$ cat src/rtl/lspp_pkg.sv
// Package: shared constants, types and codes of the line segment point planner.
`default_nettype none
package lspp_pkg;

   localparam int COORD_BITS  = 12;
   localparam int MAX_POINTS  = 64;
   localparam int STEP_BITS   = 12;
   localparam int LIMIT_BITS  = 7;
   localparam int DELTA_BITS  = COORD_BITS + 1;
   localparam int COUNT_BITS  = $clog2(MAX_POINTS + 1);
   localparam int ACC_BITS    = STEP_BITS + COUNT_BITS;
   localparam int DIV_BITS    = $clog2(COORD_BITS);
   localparam int QUEUE_DEPTH = 2;
   localparam int QPTR_BITS   = $clog2(QUEUE_DEPTH);
   localparam int QCNT_BITS   = $clog2(QUEUE_DEPTH + 1);
   localparam int CSR_DATA_BITS = STEP_BITS;

   typedef enum logic [0:0] {
      CSR_STEP_SIZE   = 1'b0,
      CSR_POINT_LIMIT = 1'b1
   } csr_index_type;

   typedef enum logic [0:0] {
      F_IDLE,
      F_COUNT
   } front_state_type;

   typedef enum logic [1:0] {
      B_IDLE,
      B_DIV_X,
      B_DIV_Y,
      B_EMIT
   } back_state_type;

   typedef struct packed {
      logic signed [COORD_BITS-1:0] start_x;
      logic signed [COORD_BITS-1:0] start_y;
      logic                         neg_x;
      logic                         neg_y;
      logic [COORD_BITS-1:0]        mag_x;
      logic [COORD_BITS-1:0]        mag_y;
      logic [COUNT_BITS-1:0]        count;
   } segment_type;

   typedef struct packed {
      logic [COORD_BITS-1:0] q;
      logic [COUNT_BITS-1:0] r;
   } axis_acc_type;

endpackage
`default_nettype wire

$ cat src/rtl/lspp_if.sv
// Interfaces: segment request channel and point response channel.
`default_nettype none
interface lspp_req_if;
   logic valid;
   logic ready;
   logic signed [lspp_pkg::COORD_BITS-1:0] start_x;
   logic signed [lspp_pkg::COORD_BITS-1:0] start_y;
   logic signed [lspp_pkg::COORD_BITS-1:0] end_x;
   logic signed [lspp_pkg::COORD_BITS-1:0] end_y;
   modport source (output valid, start_x, start_y, end_x, end_y, input ready);
   modport sink (input valid, start_x, start_y, end_x, end_y, output ready);
endinterface

interface lspp_rsp_if;
   logic valid;
   logic ready;
   logic signed [lspp_pkg::COORD_BITS-1:0] point_x;
   logic signed [lspp_pkg::COORD_BITS-1:0] point_y;
   logic last_point;
   modport source (output valid, point_x, point_y, last_point, input ready);
   modport sink (input valid, point_x, point_y, last_point, output ready);
endinterface
`default_nettype wire

$ cat src/rtl/lspp_front.sv
// Front end: configuration registers, segment accept and point count search.
`default_nettype none
module lspp_front (
   input  wire logic                              clock,
   input  wire logic                              reset,
   input  wire logic                              csr_write_enable,
   input  wire lspp_pkg::csr_index_type           csr_index,
   input  wire logic [lspp_pkg::CSR_DATA_BITS-1:0] csr_write_data,
   lspp_req_if.sink                               req_bus,
   output logic                                   push,
   output lspp_pkg::segment_type                  push_data,
   input  wire logic                              queue_full
);

   lspp_pkg::front_state_type state_ff, state_in;
   logic [lspp_pkg::STEP_BITS-1:0]  step_ff;
   logic [lspp_pkg::LIMIT_BITS-1:0] limit_ff;
   lspp_pkg::segment_type           seg_ff, seg_in;
   logic [lspp_pkg::COORD_BITS-1:0] len_ff, len_in;
   logic [lspp_pkg::STEP_BITS-1:0]  inc_ff, inc_in;
   logic [lspp_pkg::COUNT_BITS-1:0] cap_ff, cap_in;
   logic [lspp_pkg::COUNT_BITS-1:0] k_ff, k_in;
   logic [lspp_pkg::ACC_BITS-1:0]   acc_ff, acc_in;

   logic signed [lspp_pkg::DELTA_BITS-1:0] dx, dy;
   logic [lspp_pkg::COORD_BITS-1:0] mag_x, mag_y, len;
   logic [lspp_pkg::COUNT_BITS-1:0] cap;
   logic [lspp_pkg::STEP_BITS-1:0]  inc;
   logic done;

   assign dx = lspp_pkg::DELTA_BITS'(req_bus.end_x) - lspp_pkg::DELTA_BITS'(req_bus.start_x);
   assign dy = lspp_pkg::DELTA_BITS'(req_bus.end_y) - lspp_pkg::DELTA_BITS'(req_bus.start_y);
   assign mag_x = dx[lspp_pkg::DELTA_BITS-1] ? lspp_pkg::COORD_BITS'(-dx)
                                             : lspp_pkg::COORD_BITS'(dx);
   assign mag_y = dy[lspp_pkg::DELTA_BITS-1] ? lspp_pkg::COORD_BITS'(-dy)
                                             : lspp_pkg::COORD_BITS'(dy);
   assign len = (mag_x > mag_y) ? mag_x : mag_y;
   assign cap = (lspp_pkg::COUNT_BITS'(limit_ff) > lspp_pkg::COUNT_BITS'(lspp_pkg::MAX_POINTS))
              ? lspp_pkg::COUNT_BITS'(lspp_pkg::MAX_POINTS) : lspp_pkg::COUNT_BITS'(limit_ff);
   assign inc = (step_ff == '0) ? lspp_pkg::STEP_BITS'(1) : step_ff;
   assign done = (acc_ff >= lspp_pkg::ACC_BITS'(len_ff)) || (k_ff == cap_ff);

   assign req_bus.ready = (state_ff == lspp_pkg::F_IDLE);

   always_ff @(posedge clock) begin
      if (reset) begin
         step_ff  <= lspp_pkg::STEP_BITS'(1);
         limit_ff <= lspp_pkg::LIMIT_BITS'(lspp_pkg::MAX_POINTS);
      end else if (csr_write_enable) begin
         unique case (csr_index)
            lspp_pkg::CSR_STEP_SIZE: begin
               step_ff <= csr_write_data[lspp_pkg::STEP_BITS-1:0];
            end
            lspp_pkg::CSR_POINT_LIMIT: begin
               limit_ff <= csr_write_data[lspp_pkg::LIMIT_BITS-1:0];
            end
            default: begin
            end
         endcase
      end
   end

   always_ff @(posedge clock) begin
      if (reset) begin
         state_ff <= lspp_pkg::F_IDLE;
      end else begin
         state_ff <= state_in;
      end
   end

   always_ff @(posedge clock) begin
      seg_ff <= seg_in;
      len_ff <= len_in;
      inc_ff <= inc_in;
      cap_ff <= cap_in;
      k_ff   <= k_in;
      acc_ff <= acc_in;
   end

   always_comb begin
      state_in  = state_ff;
      seg_in    = seg_ff;
      len_in    = len_ff;
      inc_in    = inc_ff;
      cap_in    = cap_ff;
      k_in      = k_ff;
      acc_in    = acc_ff;
      push      = 1'b0;
      push_data = seg_ff;
      push_data.count = k_ff;
      unique case (state_ff)
         lspp_pkg::F_IDLE: begin
            if (req_bus.valid) begin
               seg_in.start_x = req_bus.start_x;
               seg_in.start_y = req_bus.start_y;
               seg_in.neg_x   = dx[lspp_pkg::DELTA_BITS-1];
               seg_in.neg_y   = dy[lspp_pkg::DELTA_BITS-1];
               seg_in.mag_x   = mag_x;
               seg_in.mag_y   = mag_y;
               seg_in.count   = '0;
               len_in = len;
               inc_in = inc;
               cap_in = cap;
               k_in   = lspp_pkg::COUNT_BITS'(1);
               acc_in = lspp_pkg::ACC_BITS'(inc);
               // drop segments that produce no points
               if ((len != '0) && (cap != '0)) begin
                  state_in = lspp_pkg::F_COUNT;
               end
            end
         end
         lspp_pkg::F_COUNT: begin
            if (done) begin
               if (!queue_full) begin
                  push     = 1'b1;
                  state_in = lspp_pkg::F_IDLE;
               end
            end else begin
               k_in   = k_ff + lspp_pkg::COUNT_BITS'(1);
               acc_in = acc_ff + lspp_pkg::ACC_BITS'(inc_ff);
            end
         end
         default: begin
            state_in = lspp_pkg::F_IDLE;
         end
      endcase
   end

endmodule
`default_nettype wire

$ cat src/rtl/lspp_queue.sv
// Two-entry segment queue between the front end and the point generator.
`default_nettype none
module lspp_queue (
   input  wire logic                  clock,
   input  wire logic                  reset,
   input  wire logic                  push,
   input  wire lspp_pkg::segment_type push_data,
   output logic                       full,
   input  wire logic                  pop,
   output lspp_pkg::segment_type      pop_data,
   output logic                       empty
);

   lspp_pkg::segment_type entry_ff [lspp_pkg::QUEUE_DEPTH];
   logic [lspp_pkg::QPTR_BITS-1:0] wr_ff, rd_ff;
   logic [lspp_pkg::QCNT_BITS-1:0] count_ff;
   logic do_push, do_pop;

   assign full     = (count_ff == lspp_pkg::QCNT_BITS'(lspp_pkg::QUEUE_DEPTH));
   assign empty    = (count_ff == '0);
   assign do_push  = push && !full;
   assign do_pop   = pop && !empty;
   assign pop_data = entry_ff[rd_ff];

   always_ff @(posedge clock) begin
      if (do_push) begin
         entry_ff[wr_ff] <= push_data;
      end
   end

   always_ff @(posedge clock) begin
      if (reset) begin
         wr_ff    <= '0;
         rd_ff    <= '0;
         count_ff <= '0;
      end else begin
         if (do_push) begin
            wr_ff <= wr_ff + lspp_pkg::QPTR_BITS'(1);
         end
         if (do_pop) begin
            rd_ff <= rd_ff + lspp_pkg::QPTR_BITS'(1);
         end
         if (do_push && !do_pop) begin
            count_ff <= count_ff + lspp_pkg::QCNT_BITS'(1);
         end else if (do_pop && !do_push) begin
            count_ff <= count_ff - lspp_pkg::QCNT_BITS'(1);
         end
      end
   end

endmodule
`default_nettype wire

$ cat src/rtl/lspp_back.sv
// Back end: per-axis division by the point count and point generation.
`default_nettype none
module lspp_back (
   input  wire logic                  clock,
   input  wire logic                  reset,
   output logic                       pop,
   input  wire lspp_pkg::segment_type pop_data,
   input  wire logic                  empty,
   lspp_rsp_if.source                 rsp_bus
);

   lspp_pkg::back_state_type state_ff, state_in;
   lspp_pkg::segment_type    seg_ff, seg_in;
   logic [lspp_pkg::COUNT_BITS-1:0] rem_ff, rem_in;
   logic [lspp_pkg::COORD_BITS-1:0] quo_ff, quo_in;
   logic [lspp_pkg::DIV_BITS-1:0]   bit_ff, bit_in;
   lspp_pkg::axis_acc_type base_x_ff, base_x_in, base_y_ff, base_y_in;
   lspp_pkg::axis_acc_type acc_x_ff, acc_x_in, acc_y_ff, acc_y_in;
   logic [lspp_pkg::COUNT_BITS-1:0] idx_ff, idx_in;
   logic                            out_valid_ff, out_valid_in;
   logic signed [lspp_pkg::COORD_BITS-1:0] out_x_ff, out_x_in, out_y_ff, out_y_in;
   logic                            out_last_ff, out_last_in;

   logic [lspp_pkg::COUNT_BITS:0]   trial, trial_sub;
   logic                            trial_ge;
   logic [lspp_pkg::COUNT_BITS-1:0] rem_next;
   logic [lspp_pkg::COORD_BITS-1:0] quo_next;
   logic                            div_last;
   lspp_pkg::axis_acc_type          next_x, next_y;
   logic [lspp_pkg::COUNT_BITS-1:0] idx_next;

   function automatic lspp_pkg::axis_acc_type advance(lspp_pkg::axis_acc_type a,
                                                      lspp_pkg::axis_acc_type b,
                                                      logic [lspp_pkg::COUNT_BITS-1:0] n);
      logic [lspp_pkg::COUNT_BITS:0] rs;
      logic [lspp_pkg::COORD_BITS:0] qs;
      lspp_pkg::axis_acc_type res;
      rs = {1'b0, a.r} + {1'b0, b.r};
      qs = {1'b0, a.q} + {1'b0, b.q};
      if (rs >= {1'b0, n}) begin
         rs = rs - {1'b0, n};
         qs = qs + (lspp_pkg::COORD_BITS + 1)'(1);
      end
      res.q = qs[lspp_pkg::COORD_BITS-1:0];
      res.r = rs[lspp_pkg::COUNT_BITS-1:0];
      return res;
   endfunction

   function automatic logic signed [lspp_pkg::COORD_BITS-1:0] place(
         logic signed [lspp_pkg::COORD_BITS-1:0] origin, logic neg,
         logic [lspp_pkg::COORD_BITS-1:0] q);
      logic signed [lspp_pkg::DELTA_BITS-1:0] off;
      logic signed [lspp_pkg::DELTA_BITS-1:0] sum;
      off = neg ? -$signed({1'b0, q}) : $signed({1'b0, q});
      sum = lspp_pkg::DELTA_BITS'(origin) + off;
      return sum[lspp_pkg::COORD_BITS-1:0];
   endfunction

   assign trial     = {rem_ff, quo_ff[lspp_pkg::COORD_BITS-1]};
   assign trial_ge  = (trial >= {1'b0, seg_ff.count});
   assign trial_sub = trial - {1'b0, seg_ff.count};
   assign rem_next  = trial_ge ? trial_sub[lspp_pkg::COUNT_BITS-1:0]
                               : trial[lspp_pkg::COUNT_BITS-1:0];
   assign quo_next  = {quo_ff[lspp_pkg::COORD_BITS-2:0], trial_ge};
   assign div_last  = (bit_ff == lspp_pkg::DIV_BITS'(lspp_pkg::COORD_BITS - 1));
   assign next_x    = advance(acc_x_ff, base_x_ff, seg_ff.count);
   assign next_y    = advance(acc_y_ff, base_y_ff, seg_ff.count);
   assign idx_next  = idx_ff + lspp_pkg::COUNT_BITS'(1);

   assign rsp_bus.valid      = out_valid_ff;
   assign rsp_bus.point_x    = out_x_ff;
   assign rsp_bus.point_y    = out_y_ff;
   assign rsp_bus.last_point = out_last_ff;

   always_ff @(posedge clock) begin
      if (reset) begin
         state_ff     <= lspp_pkg::B_IDLE;
         out_valid_ff <= 1'b0;
      end else begin
         state_ff     <= state_in;
         out_valid_ff <= out_valid_in;
      end
   end

   always_ff @(posedge clock) begin
      seg_ff      <= seg_in;
      rem_ff      <= rem_in;
      quo_ff      <= quo_in;
      bit_ff      <= bit_in;
      base_x_ff   <= base_x_in;
      base_y_ff   <= base_y_in;
      acc_x_ff    <= acc_x_in;
      acc_y_ff    <= acc_y_in;
      idx_ff      <= idx_in;
      out_x_ff    <= out_x_in;
      out_y_ff    <= out_y_in;
      out_last_ff <= out_last_in;
   end

   always_comb begin
      state_in     = state_ff;
      seg_in       = seg_ff;
      rem_in       = rem_ff;
      quo_in       = quo_ff;
      bit_in       = bit_ff;
      base_x_in    = base_x_ff;
      base_y_in    = base_y_ff;
      acc_x_in     = acc_x_ff;
      acc_y_in     = acc_y_ff;
      idx_in       = idx_ff;
      out_x_in     = out_x_ff;
      out_y_in     = out_y_ff;
      out_last_in  = out_last_ff;
      out_valid_in = out_valid_ff && !rsp_bus.ready;
      pop          = 1'b0;
      unique case (state_ff)
         lspp_pkg::B_IDLE: begin
            if (!empty) begin
               pop      = 1'b1;
               seg_in   = pop_data;
               rem_in   = '0;
               quo_in   = pop_data.mag_x;
               bit_in   = '0;
               state_in = lspp_pkg::B_DIV_X;
            end
         end
         lspp_pkg::B_DIV_X: begin
            rem_in = rem_next;
            quo_in = quo_next;
            bit_in = bit_ff + lspp_pkg::DIV_BITS'(1);
            if (div_last) begin
               base_x_in.q = quo_next;
               base_x_in.r = rem_next;
               rem_in      = '0;
               quo_in      = seg_ff.mag_y;
               bit_in      = '0;
               state_in    = lspp_pkg::B_DIV_Y;
            end
         end
         lspp_pkg::B_DIV_Y: begin
            rem_in = rem_next;
            quo_in = quo_next;
            bit_in = bit_ff + lspp_pkg::DIV_BITS'(1);
            if (div_last) begin
               base_y_in.q = quo_next;
               base_y_in.r = rem_next;
               acc_x_in    = '0;
               acc_y_in    = '0;
               idx_in      = '0;
               state_in    = lspp_pkg::B_EMIT;
            end
         end
         lspp_pkg::B_EMIT: begin
            if (!out_valid_ff || rsp_bus.ready) begin
               out_valid_in = 1'b1;
               out_x_in     = place(seg_ff.start_x, seg_ff.neg_x, next_x.q);
               out_y_in     = place(seg_ff.start_y, seg_ff.neg_y, next_y.q);
               out_last_in  = (idx_next == seg_ff.count);
               acc_x_in     = next_x;
               acc_y_in     = next_y;
               idx_in       = idx_next;
               if (idx_next == seg_ff.count) begin
                  state_in = lspp_pkg::B_IDLE;
               end
            end
         end
         default: begin
            state_in = lspp_pkg::B_IDLE;
         end
      endcase
   end

endmodule
`default_nettype wire

$ cat src/rtl/line_segment_point_planner_unit.sv
// Top level: line segment point planner, front end, queue and point generator.
//
// A segment (start_x, start_y, end_x, end_y) transfers on req_bus. The block
// emits n points on rsp_bus, n = ceil(len / step_size) capped by point_limit
// and MAX_POINTS, len the larger of |dx| and |dy|; last_point marks the last.
// Zero-length segments and a point_limit of 0 produce no transfer on rsp_bus.
// csr_write_enable writes step_size (index 0) or point_limit (index 1); write
// only while the block is idle.
// The front end takes one segment and then runs a step-accumulate search
// for n before passing it to a two-entry queue.
// The back end runs a shared restoring divider for |dx| / n and |dy| / n,
// then produces one point per cycle while the receiver is ready.
// In the back end a segment is taken from the queue, divided per axis and
// then emitted point by point; front and back overlap, so the front end
// can take a new segment while the back end still works on an earlier one.
// When the receiver stalls, the output register holds its point and the back
// end waits; the queue fills and then req_bus.ready drops.
// Synchronous reset clears the control state and restores step_size = 1 and
// point_limit = 64; nothing is in flight afterward.
`default_nettype none
module line_segment_point_planner_unit (
   input  wire logic                               clock,
   input  wire logic                               reset,
   lspp_req_if.sink                                req_bus,
   lspp_rsp_if.source                              rsp_bus,
   input  wire logic                               csr_write_enable,
   input  wire lspp_pkg::csr_index_type            csr_index,
   input  wire logic [lspp_pkg::CSR_DATA_BITS-1:0] csr_write_data
);

   logic                  push, pop, full, empty;
   lspp_pkg::segment_type push_data, pop_data;

   lspp_front u_front (
      .clock            (clock),
      .reset            (reset),
      .csr_write_enable (csr_write_enable),
      .csr_index        (csr_index),
      .csr_write_data   (csr_write_data),
      .req_bus          (req_bus),
      .push             (push),
      .push_data        (push_data),
      .queue_full       (full)
   );

   lspp_queue u_queue (
      .clock     (clock),
      .reset     (reset),
      .push      (push),
      .push_data (push_data),
      .full      (full),
      .pop       (pop),
      .pop_data  (pop_data),
      .empty     (empty)
   );

   lspp_back u_back (
      .clock    (clock),
      .reset    (reset),
      .pop      (pop),
      .pop_data (pop_data),
      .empty    (empty),
      .rsp_bus  (rsp_bus)
   );

endmodule
`default_nettype wire

$ cat src/flat_wrapper.sv
// flat-port wrapper written by rule: the top's interface ports become plain ports
module line_segment_point_planner_unit_flat 
  (clock, reset, csr_write_enable, csr_index, csr_write_data, req_bus_valid, req_bus_start_x, req_bus_start_y, req_bus_end_x, req_bus_end_y, req_bus_ready, rsp_bus_valid, rsp_bus_point_x, rsp_bus_point_y, rsp_bus_last_point, rsp_bus_ready);
  lspp_req_if req_bus_i ();
  lspp_rsp_if rsp_bus_i ();
  input  wire logic clock;
  input  wire logic reset;
  input  wire logic csr_write_enable;
  input  wire lspp_pkg::csr_index_type csr_index;
  input  wire logic [lspp_pkg::CSR_DATA_BITS-1:0] csr_write_data;
  input wire logic [$bits(req_bus_i.valid)-1:0] req_bus_valid;
  input wire logic [$bits(req_bus_i.start_x)-1:0] req_bus_start_x;
  input wire logic [$bits(req_bus_i.start_y)-1:0] req_bus_start_y;
  input wire logic [$bits(req_bus_i.end_x)-1:0] req_bus_end_x;
  input wire logic [$bits(req_bus_i.end_y)-1:0] req_bus_end_y;
  output wire logic [$bits(req_bus_i.ready)-1:0] req_bus_ready;
  output wire logic [$bits(rsp_bus_i.valid)-1:0] rsp_bus_valid;
  output wire logic [$bits(rsp_bus_i.point_x)-1:0] rsp_bus_point_x;
  output wire logic [$bits(rsp_bus_i.point_y)-1:0] rsp_bus_point_y;
  output wire logic [$bits(rsp_bus_i.last_point)-1:0] rsp_bus_last_point;
  input wire logic [$bits(rsp_bus_i.ready)-1:0] rsp_bus_ready;
  assign req_bus_i.valid = req_bus_valid;
  assign req_bus_i.start_x = req_bus_start_x;
  assign req_bus_i.start_y = req_bus_start_y;
  assign req_bus_i.end_x = req_bus_end_x;
  assign req_bus_i.end_y = req_bus_end_y;
  assign req_bus_ready = req_bus_i.ready;
  assign rsp_bus_valid = rsp_bus_i.valid;
  assign rsp_bus_point_x = rsp_bus_i.point_x;
  assign rsp_bus_point_y = rsp_bus_i.point_y;
  assign rsp_bus_last_point = rsp_bus_i.last_point;
  assign rsp_bus_i.ready = rsp_bus_ready;
  line_segment_point_planner_unit u_core (.clock(clock), .reset(reset), .req_bus(req_bus_i), .rsp_bus(rsp_bus_i), .csr_write_enable(csr_write_enable), .csr_index(csr_index), .csr_write_data(csr_write_data));
endmodule
$ cat config.mk
export PLATFORM = sky130hd
export DESIGN_NAME = line_segment_point_planner_unit_flat
export DESIGN_NICKNAME = d
export VERILOG_FILES = /design/src/rtl/lspp_pkg.sv /design/src/rtl/lspp_if.sv /design/src/rtl/lspp_front.sv /design/src/rtl/lspp_queue.sv /design/src/rtl/lspp_back.sv /design/src/rtl/line_segment_point_planner_unit.sv /design/src/flat_wrapper.sv
export SDC_FILE = /design/constraint.sdc
export NUM_CORES = 1
export LEC_CHECK = 0
export BUFFER_PORTS_ARGS = -buffer_cell sky130_fd_sc_hd__buf_2
export CAP_MARGIN = 20
export CORE_MARGIN = 1
export CORE_UTILIZATION = 35
export CTS_BUF_LIST = sky130_fd_sc_hd__clkbuf_4 sky130_fd_sc_hd__clkbuf_8
export DETAILED_ROUTE_END_ITERATION = 6
export SLEW_MARGIN = 20
export SYNTH_ARGS = -nofsm -noshare
export SYNTH_HDL_FRONTEND = slang
export SYNTH_SLANG_ARGS = --single-unit
$ cat constraint.sdc
create_clock -name clock -period 7 [get_ports clock]
set_input_delay 1.4 -clock clock [delete_from_list [all_inputs] [get_ports clock]]
set_output_delay 1.4 -clock clock [all_outputs]
set_load 0.05 [all_outputs]
==> flow_metrics.env <==
export IMPL_outcome="finished, final reports clean"
export IMPL_clkLatencyLatePin_ps=650
export IMPL_peakVddDrop_mv=0.203
export IMPL_htreeDepth=3
export IMPL_cts_buffers=75
export IMPL_rows=92
export IMPL_synth_nets=2077
export IMPL_relSlewSlack_pct=32.3
export IMPL_synth_ff_type="edfxtp_1"
export IMPL_viasPerCell=4.94
export IMPL_cap_violations=0
export IMPL_p_total_mw=11.2
export IMPL_drc_errors=0
export IMPL_hpwlAfterDp_um=35600
export IMPL_drive_gt1_share_pct=15.8
export IMPL_tightest_slew_ps=1010
export IMPL_grt_overflow=0
export IMPL_power_density_nw_per_um2=437
export IMPL_layout_common_cells="edfxtp_1 (397), ha_1 (155), inv_1 (124)"
export IMPL_syn_area_um2=22500
export IMPL_arrival_ps=6950
export IMPL_die_h_um=255
export IMPL_fmax_mhz=152
export IMPL_synth_cell_type_count=83
export IMPL_worstSetupEndpointType="register"
export IMPL_post_cts_buffers=0
export IMPL_final_util_pct=40.4
export IMPL_seq_area_frac_synth_pct=55.6
export IMPL_first_iter_violations=970
export IMPL_hp_class="reg -> reg"
export IMPL_yosysWarnings=0
export IMPL_tns_ps=0
export IMPL_core_area_um2=63200
export IMPL_fin_area_um2=25500
export IMPL_antenna_left=0
export IMPL_period_share_pct=93.9
export IMPL_crit_required_ps=7370
export IMPL_max_stage_delay_ps=530
export IMPL_first_global_vias=14300
export IMPL_rsz0062_at_grt="no"
export IMPL_gp_congestion=0.856
export IMPL_grt_max_degree=70
export IMPL_clkTransAtPathRegs_ps=60
export IMPL_period_needed_ps=6570
export IMPL_clockBufferDepth=3
export IMPL_clock_root_buffer="clkbuf_8"
export IMPL_cpMaxStageDelayCell="o41ai_1"
export IMPL_drtPass1Iterations=5
export IMPL_grt_usage_pct=15.1
export IMPL_dpl_cell_area_um2=23900
export IMPL_die_width_um=255
export IMPL_num_vias=14200
export IMPL_wire_per_inst_um=17.2
export IMPL_routed_wl_um=49400
export IMPL_initial_core_util_pct=35.5
export IMPL_postCtsHoldBufs=0
export IMPL_die_area_um2=65200
export IMPL_crit_top_cell="ha_1"
export IMPL_synth_edff_count=397
export IMPL_setup_violations_final=0
export IMPL_fin_skew_ps=28.9
export IMPL_ys_ff_latch=425
export IMPL_fin_nets=2208
export IMPL_final_common_cell="edfxtp_1"
export IMPL_cellLeakagePower_nw=9.63
export IMPL_cts_tree="built"
export IMPL_port_buffers=92
export IMPL_synthCells=1844
export IMPL_synth_async_reset_ratio_pct=0
export IMPL_hold_viol=0
export IMPL_path_max_fanout=5
export IMPL_slew_violations=0
export IMPL_start_kind="register"
export IMPL_grt_antenna_before_repair=2
export IMPL_cts_repair_resized=0
export IMPL_critical_path_class="reg -> reg"
export IMPL_hold_slack_ps=432
export IMPL_clkSinkCount=425
export IMPL_area_growth_pct=13.7
export IMPL_grt_pass1_wl_um=77900
export IMPL_syn_avg_cell_area_um2=12.2
export IMPL_num_io_pins=93
## power breakdown
part           internal, mW  total [mW]  switching (mW)
Clock                  1.44        2.46            1.02
Combinational          1.96        4.78            2.81
Sequential             3.64        3.93           0.294
## cell type report
cell class	count	area, µm²
Inverter	126	473
Antenna cell	2	5.00
Sequential cell	425	12500
Fill cell	5966	37700
Clock buffer	96	1210
Multi-Input combinational cell	1239	9340
Clock inverter	36	384
Tap cell	846	1060
Timing Repair Buffer	108	581
## cells in the mapped netlist (42+ instances only)
library cell    n  share of area (%)
edfxtp_1      397                 53
ha_1          155                8.6
inv_1         125                2.1
xnor2_1       116                4.5
nor2_1        115                1.9
nand2_1       105                1.8
a21oi_1       101                2.3
xor2_1         69                2.7
mux2_2         58                2.9
nand3_1        56                1.2
o21ai_0        53                1.2
clkbuf_1       45               0.75
nor2b_1        42                1.2
## path summary, 6_finish.rpt
path / start / endpoint / slack (ps) / cells after the start
setup / recovery: u_core.u_back.base_x_ff[0] / u_core.u_back.rsp_bus.point_x[11] / 430 / 28
hold / removal: u_core.u_front.push_data[55] / u_core.u_queue.entry_ff[1][55] / 430 / 0
setup reg to reg: u_core.u_back.base_x_ff[0] / u_core.u_back.rsp_bus.point_x[11] / 430 / 28
hold reg to reg: u_core.u_front.push_data[55] / u_core.u_queue.entry_ff[1][55] / 430 / 0
## logic make-up (layout without fill, tap and decap cells)
group / Yosys count / in the layout / synth area share [%]
compound gates: 334 / 334 / 9.89
xor+xnor: 188 / 188 / 7.49
fa+ha+maj: 167 / 167 / 9.70
buf+inv: 180 / 366 / 3.05
flops: 425 / 425 / 55.6
mux: 76 / 76 / 3.71
other cells: 0 / 2 / 0
simple gates: 474 / 474 / 10.6
## worst max-delay path, delay by kind of cell, from the launching register on
family	cells	cell delay, ps
xor gates and xnor gates	4	1030
DFF	1	330
and+or+nand+nor	7	1180
AOI/OAI and AO/OA	8	1570
adders and majority gates	5	1470
muxes	1	300
buffers and inverters	3	440
## flip-flops by register name, indices dropped and copies added (netlist names), 12 cells and up, named ones only
name / flops
u_core.u_back.rsp_bus.point_y: 12
u_core.u_back.base_y_ff: 19
u_core.u_queue.entry_ff: 114
u_core.u_back.acc_y_ff: 19
u_core.u_front.len_ff: 12
u_core.u_front.inc_ff: 12
u_core.u_front.push_data: 50
u_core.u_back.seg_ff: 45
u_core.u_back.acc_x_ff: 19
u_core.u_back.base_x_ff: 19
u_core.u_front.acc_ff: 19
u_core.u_front.step_ff: 12
u_core.u_back.quo_ff: 12
u_core.u_back.rsp_bus.point_x: 12
## stage by stage
step	setup slack [ps]	cells
floorplan	849	1844
global placement	490	2744
detailed placement	343	2744
CTS	355	2876
global route	18.2	2877
finish	426	2878
## per-layer routing
metal / part of all wire, % / vias to the layer above / GRT usage [%] / wire length [µm]
met1: 46 / 6892 / 19.5 / 22700
li1: - / 7039 / - / -
met3: 3.3 / 85 / 2.56 / 1620
met5: 0 / - / 0 / 0
met4: 2.5 / 0 / 6.02 / 1250
met2: 48 / 212 / 25.1 / 23900
(Power assumes the default switching activity.)
